File: src/rtl/chol_pkg.sv
// Shared types and helpers for the lower Cholesky factor block.
// Used by chol_rootdiv and cholesky_lower_factor; depends on nothing else.
`timescale 1ns / 1ps
package chol_pkg;

	localparam int ADDR_W = 6;   // row/column store address, 3 + 3 bits
	localparam int IDX_W  = 3;   // row and column index width
	localparam int SIZE_W = 4;   // order register width

	typedef enum logic [1:0] {
		OP_SQRT = 2'b01,
		OP_DIV  = 2'b10
	} arith_op_t;

	// request to the shared root/divide unit
	typedef struct packed {
		logic              go;
		arith_op_t         op;
		logic signed [31:0] num;   // radicand or dividend
		logic [31:0]       den;    // divisor (pivot, always positive)
	} arith_req_t;

	// clamp a wide signed sum to 32 bits
	function automatic logic signed [31:0] sat32(input logic signed [63:0] v);
		logic signed [31:0] r;
		if (v > 64'sh0000_0000_7FFF_FFFF) begin
			r = 32'sh7FFF_FFFF;
		end else if (v < -64'sh0000_0000_8000_0000) begin
			r = 32'sh8000_0000;
		end else begin
			r = v[31:0];
		end
		return r;
	endfunction

endpackage

File: src/rtl/chol_rootdiv.sv
// Iterative truncated square root and saturating fixed-point divide.
// One result bit per cycle; depends on chol_pkg.
`timescale 1ns / 1ps
module chol_rootdiv #(
	parameter int FRAC_BITS = 16
) (
	input  logic                      clk,
	input  logic                      arst_n,
	input  chol_pkg::arith_req_t      req,
	output logic                      done,
	output logic signed [31:0]        result
);
	import chol_pkg::*;

	localparam int NUM_W      = 33 + FRAC_BITS;   // shifted magnitude of dividend
	localparam int SQRT_STEPS = 32;
	localparam int CNT_W      = $clog2(NUM_W + 1);

	logic              busy_q;
	logic              done_q;
	arith_op_t         op_q;
	logic [CNT_W-1:0]  cnt_q;
	logic [63:0]       rad_q;
	logic [63:0]       root_q;
	logic [63:0]       bit_q;
	logic [NUM_W-1:0]  dvd_q;
	logic [NUM_W-1:0]  quo_q;
	logic [32:0]       rem_q;
	logic [31:0]       den_q;
	logic              neg_q;
	logic signed [31:0] result_q;

	logic [63:0]       root_try;
	logic              root_ge;
	logic [63:0]       root_nx;
	logic [32:0]       rem_sh;
	logic              rem_ge;
	logic [NUM_W-1:0]  quo_fin;
	logic              quo_hi;
	logic signed [31:0] div_res;
	logic              last_step;
	logic [32:0]       mag;

	// one step of each recurrence
	always_comb begin
		root_try  = root_q + bit_q;
		root_ge   = rad_q >= root_try;
		root_nx   = root_ge ? ((root_q >> 1) + bit_q) : (root_q >> 1);
		rem_sh    = {rem_q[31:0], dvd_q[NUM_W-1]};
		rem_ge    = rem_sh >= {1'b0, den_q};
		quo_fin   = {quo_q[NUM_W-2:0], rem_ge};
		quo_hi    = |quo_fin[NUM_W-1:32];
		last_step = cnt_q == CNT_W'(1);
		mag       = req.num[31] ? (33'd0 - {1'b1, req.num}) : {1'b0, req.num};
	end

	// saturate the quotient to the signed range
	always_comb begin
		if (neg_q) begin
			if (quo_hi || (quo_fin[31] && (|quo_fin[30:0]))) begin
				div_res = 32'sh8000_0000;
			end else begin
				div_res = 32'sd0 - $signed(quo_fin[31:0]);
			end
		end else begin
			if (quo_hi || quo_fin[31]) begin
				div_res = 32'sh7FFF_FFFF;
			end else begin
				div_res = $signed(quo_fin[31:0]);
			end
		end
	end

	// control
	always_ff @(posedge clk or negedge arst_n) begin
		if (!arst_n) begin
			busy_q <= 1'b0;
			done_q <= 1'b0;
			cnt_q  <= '0;
		end else begin
			done_q <= 1'b0;
			if (req.go) begin
				busy_q <= 1'b1;
				cnt_q  <= (req.op == OP_SQRT) ? CNT_W'(SQRT_STEPS) : CNT_W'(NUM_W);
			end else if (busy_q) begin
				cnt_q <= cnt_q - CNT_W'(1);
				if (last_step) begin
					busy_q <= 1'b0;
					done_q <= 1'b1;
				end
			end
		end
	end

	// datapath
	always_ff @(posedge clk) begin
		if (req.go) begin
			op_q   <= req.op;
			rad_q  <= {32'd0, req.num} << FRAC_BITS;
			root_q <= '0;
			bit_q  <= 64'h4000_0000_0000_0000;
			dvd_q  <= NUM_W'(mag) << FRAC_BITS;
			quo_q  <= '0;
			rem_q  <= '0;
			den_q  <= req.den;
			neg_q  <= req.num[31];
		end else if (busy_q) begin
			if (root_ge) begin
				rad_q <= rad_q - root_try;
			end
			root_q <= root_nx;
			bit_q  <= bit_q >> 2;
			rem_q  <= rem_ge ? (rem_sh - {1'b0, den_q}) : rem_sh;
			quo_q  <= quo_fin;
			dvd_q  <= dvd_q << 1;
			if (last_step) begin
				result_q <= (op_q == OP_SQRT) ? $signed(root_nx[31:0]) : div_res;
			end
		end
	end

	assign done   = done_q;
	assign result = result_q;

endmodule
File: config.mk
export PLATFORM = sky130hd
export DESIGN_NAME = chol_rootdiv
export DESIGN_NICKNAME = d
export VERILOG_FILES = /design/src/rtl/chol_pkg.sv /design/src/rtl/chol_rootdiv.sv
export SDC_FILE = /design/constraint.sdc
export NUM_CORES = 1
export LEC_CHECK = 0
export ABC_AREA = 1
export BUFFER_PORTS_ARGS = -buffer_cell sky130_fd_sc_hd__buf_2
export CORE_ASPECT_RATIO = 1.2
export CORE_MARGIN = 2
export CORE_UTILIZATION = 33
export DETAILED_ROUTE_END_ITERATION = 8
export GPL_TIMING_DRIVEN = 0
export PLACE_DENSITY_LB_ADDON = 0.08
export REMOVE_ABC_BUFFERS = 1
export SETUP_SLACK_MARGIN = 0.02
export SYNTH_ARGS = -nofsm -noshare
export SYNTH_HDL_FRONTEND = slang
export SYNTH_SLANG_ARGS = --single-unit
File: constraint.sdc
create_clock -name clk -period 5.4 [get_ports clk]
set_input_delay 1.08 -clock clk [delete_from_list [all_inputs] [get_ports clk]]
set_output_delay 1.08 -clock clk [all_outputs]
set_load 0.05 [all_outputs]
==> run_results.csv, run 1 <==
group,metric,value,unit
pwr,pwr_density_cell,500,nW/µm²
logic_synthesis,synthTopCellsByArea,"nand2_1, dfxtp_1, edfxtp_1, inv_1, ha_1",
logic_synthesis,synth_area_per_cell,6.41,µm²
pwr,p_clk_frac,0.199,
worst_setup_path,reg2reg_from,"root_q[28]",
pwr,p_seq_frac,0.223,
final_layout,fillerInstances,9456,
worst_setup_path,worstPathCellList,"ha_1 > nand2_1 > o21ai_2 > a21oi_1 > o21ai_0 > nand2_1 > nand3_1 > a31oi_1 > xor2_1 > ha_1 > nand2_1 > nor2_1 > nand2_2 > nor3_4 > buf_4 > nand4_1 > buf_4 > nand3_4 > buf_12 > nand2_2 > nand2_8 > buf_12 > buf_4",
floorplan,num_rows,117,
timing,fin_ws,0.216,ns
global_routing,grt_pass1_vias,29165,
floorplan,io_pins,102,
drt,drt-initial-drc-count,1772,
floorplan,die_x,271,µm
logic_synthesis,synth_edf_count,132,
logic_synthesis,synth_flop_cell,"dfxtp_1",
logic_synthesis,yosysMostFrequentCell,"nand2_1",
pwr,power_frac_comb,0.579,
final_layout,areaGrowthSynthToFinish,14.0,%
timing,fmax,0.193,GHz
clock_tree,cts.sinks,348,
pwr,power_switching,8.06,mW
final_layout,final_area,32300,µm²
pwr,p_sw_frac,0.499,
timing,min_period,5.18,ns
timing,worst_pin_slew,1.16,ns
timing,finalMaxSlewViolations,0,
drt,detail-route-antenna-nets,0,
logic_synthesis,synthTopCellsByCount,"nand2_1, inv_1, nor2_1, o21ai_0, a21oi_1",
floorplan,start_util,0.334,
run,maxCapViolations,0,
logic_synthesis,synth-seq-area-share,0.294,
global_routing,grt_start_max_net_pins,80,
final_layout,finalNetCount,4753,
drt,first_pass_iters,5,
clock_tree,cts_buffers,45,
drt,route.detailed.drc,0,
pwr,max-vdd-ir-drop,0.315,mV
clock_tree,clock_latency,0.64,ns
timing,hold_slack,0.296,ns
logic_synthesis,ys_ff_latch,348,
clock_tree,path_clk_slew,0.06,ns
clock_tree,htreeDepth,2,
worst_setup_path,max_stage_delay,0.54,ns
timing,final_hold_viol_count,0,
placement,io_buffers,101,
logic_synthesis,synth_top_area_share,0.157,
timing,setup_tns,0,ns
global_routing,groute.usage.overall,0.245,
placement,placed_area,30000,µm²
logic_synthesis,ys_warn_count,0,
clock_tree,tritoncts,"built",
placement,dp_hpwl,87.2,mm
worst_setup_path,ff2ff_setup_slack,0.22,ns
timing,finalCritPeriodShare,0.960,
drt,avgViaCountPerCell,5.10,
pwr,power.total,16.1,mW
placement,post-place-ws,-3.33,ns
logic_synthesis,ys_async_sr_fraction,0.0230,
timing,slew_headroom,0.216,
logic_synthesis,syn-cell-area,28300,µm²
pwr,p_leak,14.0,nW
worst_setup_path,worstPathArrival,5.53,ns
floorplan,dieArea,88200,µm²
worst_setup_path,rr_worst_depth,23,
worst_setup_path,startpoint_type,"register",
worst_setup_path,slowest_stage,"dfxtp_1",
worst_setup_path,critPathKind,"reg2reg",
logic_synthesis,synth_cells,4415,
drt,dr_total_vias,28993,
clock_tree,cts_max_path_buffers,3,
status,status,"finished, final reports clean",
global_routing,grt_overflow,0,
final_layout,multi_input_area,17600,µm²
logic_synthesis,yosysTopAreaCell,"nand2_1",
timing,rsz0062_at_grt,"no",
drt,wire_per_inst,19.6,µm
drt,finalWirelength,111,mm
global_routing,grt_pass1_wl,167,mm
floorplan,core,84900,µm²
final_layout,drive_above_1_share,0.0714,
logic_synthesis,synth_cell_types,54,
floorplan,die-height,325,µm
worst_setup_path,worstSetupEndpointType,"register",
worst_setup_path,path_max_fanout,7,
hold_path,min-delay-path-class,"in2async",
final_layout,regArea,8340,µm²
timing,fin_skew,0.0339,ns
timing,setup_viol,0,
worst_setup_path,timing.rr.end,"rad_q[27]",
clock_tree,clock-root-buffer,"clkbuf_16",
global_routing,antenna_found_initial,2,
placement,routabilityCongestion,0.935,
pwr,p_int,8.09,mW
worst_setup_path,crit_required,5.74,ns
[flip-flops by register name (all words and copies together) (netlist names)]
name / flops
result: 32
bit_q: 32
busy_q: 1
op_q: 2
rem_q: 32
den_q: 32
done: 1
root_q: 64
neg_q: 1
cnt_q: 6
quo_q: 48
rad_q: 64
dvd_q: 33
[metrics by stage]
step,utilization,std cells
finish,0.380,5683
floorplan,-,4317
detailed placement,0.354,5558
CTS,0.376,5664
global placement,0.350,5548
global route,0.380,5682
[worst max-delay path: cells and delay by family, from the launching register on]
kind	cells	cell delay, ns
buf+inv	5	0.86
compound gates	4	0.96
xor+xnor	1	0.17
fa+ha+maj	2	0.81
simple gates	11	1.54
flops	1	0.54
[area by class of cell]
class                           count  area share
Clock buffer                       55      0.0363
Sequential cell                   348       0.259
Multi-Input combinational cell   3350       0.544
Inverter                          625      0.0736
Clock inverter                     29      0.0110
Timing Repair Buffer              145      0.0327
Antenna cell                        1   0.0000775
Tap cell                         1130      0.0438
[timing repair]
action                                  4_1_cts  5_1_grt
gates cloned                                  5        2
setup buffers                                17       16
hold buffers                                  0        0
endpoints found under the setup margin      192      184
pin swaps                                     5        4
gates resized for setup                      45       73
[power by group through the flow]
stage / combinational, mW / clock (mW) / sequential, mW
floorplan: 5.87 / 0 / 3.52
global placement: 8.22 / 0 / 3.62
detailed placement: 8.64 / 0 / 3.64
CTS: 9.08 / 3.30 / 3.58
global route: 10.3 / 3.39 / 3.64
finish: 9.34 / 3.21 / 3.59
[metal layers]
layer / GRT usage / vias up / share of wire
li1: - / 14778 / -
met1: 0.280 / 13386 / 0.41
met2: 0.449 / 587 / 0.50
met3: 0.0225 / 242 / 0.029
met4: 0.129 / 0 / 0.059
met5: 0 / - / 0
[worst max-delay path by stage]
stage                           from    endpoint  slack, ns  depth (start not counted)
after floorplan              req[66]   dvd_q[16]      -1.75                          2
after global placement       req[66]   dvd_q[18]      -9.01                          3
after detailed placement    bit_q[0]   rad_q[37]      -3.33                         26
after CTS                  den_q[24]  result[24]       0.03                         22
after global routing        bit_q[0]   rad_q[63]       0.02                         31
final                     root_q[28]   rad_q[27]       0.22                         23
[placed cells by master, fill, tap and decap left out, types with 13 or more instances in the layout]
master,instances
a21o_1,15
a21oi_1,259
a21oi_2,14
a31oi_1,20
buf_2,100
buf_4,30
clkbuf_16,46
dfxtp_1,195
dfxtp_2,13
edfxtp_1,132
ha_1,166
inv_1,612
nand2_1,1175
nand3_1,245
nand4_1,60
nor2_1,482
nor3_1,58
nor4_1,20
o21ai_0,360
o21ai_1,61
o21bai_1,20
o22ai_1,93
xnor2_1,71
xor2_1,93
[logic make-up after synthesis]
kind of cell               count (synthesis)  synth area share
AOI/OAI and AO/OA                        899             0.173
DFF                                      348             0.294
muxes                                      4           0.00141
adders and majority gates                169            0.0752
buffers and inverters                    723             0.100
xor gates and xnor gates                 165            0.0510
and+or+nand+nor                         2107             0.305
Note: power is estimated with default switching activity, not from simulation.
==> run 2: changes to the inputs <==
CORE_UTILIZATION = 45   (was 33)
clock period = 5.75 ns   (was 5.4 ns; I/O delays follow)
==> run 2 against run 1 <==
  * Clock power shrank 12%
  * Via count rose by 0.93%
  * Worst setup slack better by 0.043 ns
  * First-iteration DRC count rose by 11%
  * Register-to-register slack improved by 0.04 ns
  * Combinational power fell by 8.5%
  * Critical path type unchanged
==> run_results.csv, run 2 (same netlist as run 1, synthesis figures left out) <==
group,metric,value,unit
status,status,"finished, final reports clean",
worst_setup_path,crit_required,6.23,ns
final_layout,drive_above_1_share,0.0606,
pwr,p_sw_frac,0.496,
final_layout,n_antenna_cell,0,
worst_setup_path,max_stage_delay,0.48,ns
global_routing,groute.usage.overall,0.314,
worst_setup_path,rr_worst_depth,28,
pwr,pwr_density_cell,467,nW/µm²
timing,setup_viol,0,
drt,wire_per_inst,19.5,µm
worst_setup_path,slowest_stage,"nor3_2",
final_layout,layout_common_cells,"nand2_1, inv_1, nor2_1",
worst_setup_path,critPathKind,"reg2reg",
drt,wl_met3,3.80,mm
worst_setup_path,path_max_fanout,30,
final_layout,final_util,0.507,
clock_tree,cts_max_path_buffers,3,
pwr,power.total,14.7,mW
drt,routedLengthMet1,41.3,mm
drt,wl_met2,52.7,mm
final_layout,top_regs,"rad_q x64, root_q x64, quo_q x48",
run,maxCapViolations,0,
timing,slew_headroom,0.240,
clock_tree,clock-root-buffer,"clkbuf_16",
drt,dr.max_layer_used,"met4",
timing,finalCritPeriodShare,0.955,
floorplan,core,62200,µm²
hold_path,min-delay-path-class,"in2async",
worst_setup_path,ff2ff_setup_slack,0.26,ns
placement,routabilityCongestion,0.986,
timing,fmax,0.182,GHz
clock_tree,cts_hold_buf,0,
clock_tree,cts_buffers,42,
pwr,p_seq_frac,0.228,
global_routing,grt_pass1_vias,28933,
worst_setup_path,worstPathArrival,5.97,ns
clock_tree,cts.sinks,348,
worst_setup_path,worstSetupEndpointType,"register",
pwr,p_int,7.43,mW
global_routing,grt_pass1_wl,157,mm
worst_setup_path,reg2reg_from,"root_q[40]",
floorplan,die-height,279,µm
floorplan,dieArea,65000,µm²
clock_tree,clock_latency,0.61,ns
placement,dp_hpwl,82.2,mm
pwr,power_switching,7.30,mW
pwr,power_frac_comb,0.580,
drt,first_pass_iters,6,
global_routing,grt_start_max_net_pins,81,
placement,post-place-ws,-2.85,ns
floorplan,die_x,233,µm
drt,drt-initial-drc-count,1961,
clock_tree,tritoncts,"built",
timing,fin_ws,0.259,ns
timing,min_period,5.49,ns
pwr,p_clk_frac,0.191,
clock_tree,path_clk_slew,0.06,ns
worst_setup_path,crit_top_cell,"nand2_1",
timing,hold_slack,0.379,ns
worst_setup_path,timing.rr.end,"rad_q[63]",
timing,setup_tns,0,ns
timing,final_hold_viol_count,0,
timing,worst_pin_slew,1.13,ns
floorplan,io_pins,102,
global_routing,antenna_found_initial,1,
placement,io_buffers,101,
drt,route.detailed.drc,0,
timing,fin_skew,0.0419,ns
drt,detail-route-antenna-nets,0,
pwr,max-vdd-ir-drop,0.345,mV
timing,finalMaxSlewViolations,0,
floorplan,num_rows,100,
clock_tree,htreeDepth,2,
pwr,p_leak,13.9,nW
worst_setup_path,startpoint_type,"register",
drt,finalWirelength,104,mm
floorplan,start_util,0.455,
drt,dr_total_vias,29263,
drt,avgViaCountPerCell,5.46,
final_layout,areaGrowthSynthToFinish,11.4,%
final_layout,layout_commonest_cell,"nand2_1",
global_routing,grt_overflow,0,
final_layout,finalNetCount,4744,
-- run 2: area by class of cell --
cell class / count / area [µm²]
clock buffers: 52 / 1150
flip-flops and latches: 348 / 8330
fillers: 6574 / 30700
repair buffers: 139 / 1030
well taps: 816 / 1020
multi-input cells: 3350 / 17400
inverters: 625 / 2360
clock inverters: 25 / 270
-- run 2: through the flow --
stage | std cells | instance area (µm²)
6_report | 5355 | 31500
5_1_grt | 5355 | 31500
4_1_cts | 5334 | 31300
3_5_place_dp | 5244 | 29600
3_3_place_gp | 5234 | 29300
2_1_floorplan | 4317 | 27800
-- run 2: routing by layer --
| metal | vias up | GRT usage |
|---|---|---|
| li1 | 14758 | - |
| met1 | 13560 | 0.347 |
| met2 | 692 | 0.582 |
| met3 | 253 | 0.0295 |
| met4 | 0 | 0.179 |
| met5 | - | 0 |
-- run 2: repair_timing --
action,4_1_cts,5_1_grt
endpoints found under the hold margin,0,0
gates resized for setup,22,27
pin swaps,4,3
gates cloned,4,3
setup buffers,9,18
setup endpoints to repair,192,101
-- run 2: how the worst max path moves through the flow --
stage | slack (ns) | end | start
2_1_floorplan | -1.47 | dvd_q[16] | req[66]
3_3_place_gp | -8.05 | dvd_q[46] | req[66]
3_5_place_dp | -2.85 | rad_q[37] | bit_q[0]
4_1_cts | 0.17 | result[1] | root_q[20]
5_1_grt | -0.01 | rad_q[6] | root_q[24]
6_report | 0.26 | rad_q[63] | root_q[40]
-- run 2: power groups by stage --
stage               registers [mW]  logic, mW  clock network [mW]
floorplan                     3.30       5.52                   0
global placement              3.39       7.55                   0
detailed placement            3.41       7.97                   0
CTS                           3.36       8.23                2.88
global route                  3.41       9.39                2.96
finish                        3.36       8.55                2.82
-- run 2: worst max-delay path: cells and delay by family (launching register included) --
family / cells / cell delay (ns)
and+or+nand+nor: 15 / 2.66
buffers and inverters: 8 / 1.06
adders and majority gates: 2 / 0.77
DFF: 1 / 0.40
AOI/OAI and AO/OA: 2 / 0.20
xor gates and xnor gates: 1 / 0.16
==> run 3: changes to the inputs <==
BUFFER_PORTS_ARGS = -buffer_cell sky130_fd_sc_hd__buf_4   (was -buffer_cell sky130_fd_sc_hd__buf_2)
==> run 3 against run 2 <==
  * Non-clock buffer count fell by 16
  * Die area did not move
  * Clock power fell by 2%
  * Critical path depth fell by 2
  * Sequential power barely moved
  * Flip-flop and latch count did not move
  * Critical endpoint is now rad_q[1]
  * Largest power group unchanged
==> run_results.csv, run 3 (same netlist as run 1, synthesis figures left out) <==
group,metric,value,unit
status,status,"finished, final reports clean",
clock_tree,cts_hold_buf,0,
drt,avgViaCountPerCell,5.44,
timing,fmax,0.185,GHz
floorplan,die-height,279,µm
global_routing,antenna_found_initial,2,
final_layout,areaGrowthSynthToFinish,11.5,%
final_layout,final_area,31600,µm²
drt,detail-route-antenna-nets,0,
run,maxCapViolations,0,
worst_setup_path,worstSetupEndpointType,"register",
pwr,p_sw_frac,0.499,
timing,setup_viol,0,
pwr,p_seq_frac,0.231,
clock_tree,cts.sinks,348,
clock_tree,cts_buffers,42,
timing,final_hold_viol_count,0,
worst_setup_path,worstPathArrival,5.94,ns
pwr,power.total,14.6,mW
placement,dp_cells,5244,
worst_setup_path,slowest_stage,"ha_1",
placement,post-place-ws,-2.79,ns
global_routing,grt_overflow,0,
worst_setup_path,startpoint_type,"register",
clock_tree,clock-root-buffer,"clkbuf_16",
worst_setup_path,path_max_fanout,13,
pwr,p_int,7.30,mW
pwr,p_clk_frac,0.189,
floorplan,start_util,0.455,
global_routing,grt_pass1_vias,28850,
floorplan,num_rows,100,
global_routing,groute.usage.overall,0.317,
floorplan,core,62200,µm²
floorplan,io_pins,102,
global_routing,grt_pass1_wl,158,mm
final_layout,drive_above_1_share,0.0582,
drt,finalWirelength,104,mm
hold_path,min-delay-path-class,"in2async",
timing,worst_pin_slew,1.14,ns
clock_tree,path_clk_slew,0.07,ns
final_layout,finalNetCount,4726,
clock_tree,tritoncts,"built",
clock_tree,cts_max_path_buffers,3,
drt,first_pass_iters,5,
placement,io_buffers,101,
pwr,power_switching,7.27,mW
final_layout,n_antenna_cell,0,
floorplan,dieArea,65000,µm²
timing,rsz0062_at_grt,"no",
worst_setup_path,critPathKind,"reg2reg",
timing,min_period,5.41,ns
pwr,power_frac_comb,0.580,
final_layout,layout_commonest_cell,"nand2_1",
timing,setup_tns,0,ns
timing,slew_headroom,0.238,
final_layout,layout_common_cells,"nand2_1, inv_1, nor2_1",
pwr,pwr_density_cell,461,nW/µm²
worst_setup_path,crit_top_cell,"nand2_1",
drt,dr_total_vias,29040,
worst_setup_path,crit_required,6.28,ns
placement,routabilityCongestion,0.957,
clock_tree,htreeDepth,2,
final_layout,top_regs,"rad_q x64, root_q x64, quo_q x48",
timing,fin_skew,0.0284,ns
drt,drt-initial-drc-count,1945,
pwr,max-vdd-ir-drop,0.270,mV
drt,wire_per_inst,19.6,µm
timing,finalCritPeriodShare,0.941,
placement,dp_hpwl,82.3,mm
pwr,p_leak,13.9,nW
timing,finalMaxSlewViolations,0,
drt,route.detailed.drc,0,
worst_setup_path,max_stage_delay,0.42,ns
timing,fin_ws,0.341,ns
final_layout,final_util,0.508,
final_layout,fin_cells,5337,
timing,hold_slack,0.370,ns
floorplan,die_x,233,µm
worst_setup_path,rr_worst_depth,26,
clock_tree,clock_latency,0.61,ns
global_routing,grt_start_max_net_pins,96,
placement,placed_area,29900,µm²
[run 3: what timing repair did]
item,4_1_cts,5_1_grt
setup endpoints to repair,192,176
endpoints found under the hold margin,0,0
pin swaps,2,4
gates resized for setup,12,42
buffers inserted,9,2
cloned,3,2
[run 3: power groups by stage]
stage,logic (mW),registers [mW],clock network (mW)
final,8.46,3.37,2.75
after global routing,9.33,3.41,2.89
after CTS,8.29,3.36,2.81
after detailed placement,8.03,3.40,0
after global placement,7.59,3.39,0
after floorplan,5.52,3.30,0
[run 3: cell type report]
cell class | count | area, µm²
Clock buffer | 53 | 1140
Clock inverter | 24 | 251
Fill cell | 6536 | 30600
Inverter | 625 | 2360
Multi-Input combinational cell | 3348 | 17400
Sequential cell | 348 | 8330
Tap cell | 816 | 1020
Timing Repair Buffer | 123 | 1100
[run 3: final timing paths]
path | start | end | slack [ns]
hold reg to reg | rad_q[60] | rad_q[60] | 0.46
hold / removal | arst_n | done | 0.37
setup reg to reg | root_q[16] | rad_q[1] | 0.34
setup / recovery | root_q[16] | rad_q[1] | 0.34
min in group clk | rad_q[60] | rad_q[60] | 0.46
max in group asynchronous | arst_n | cnt_q[2] | 5.25
[run 3: per-layer routing]
layer / wire [µm] / global-route usage / vias to the layer above
met5: 0 / 0 / -
met3: 3510 / 0.0283 / 265
li1: - / - / 14687
met2: 52200 / 0.578 / 704
met4: 7480 / 0.198 / 0
met1: 41200 / 0.350 / 13384
[run 3: worst max-delay path: cells and delay by family (launching register included)]
kind | cells | cell delay [ns]
buf+inv | 5 | 0.93
xor+xnor | 1 | 0.19
flops | 1 | 0.41
compound gates | 3 | 0.53
fa+ha+maj | 2 | 0.82
simple gates | 15 | 2.42
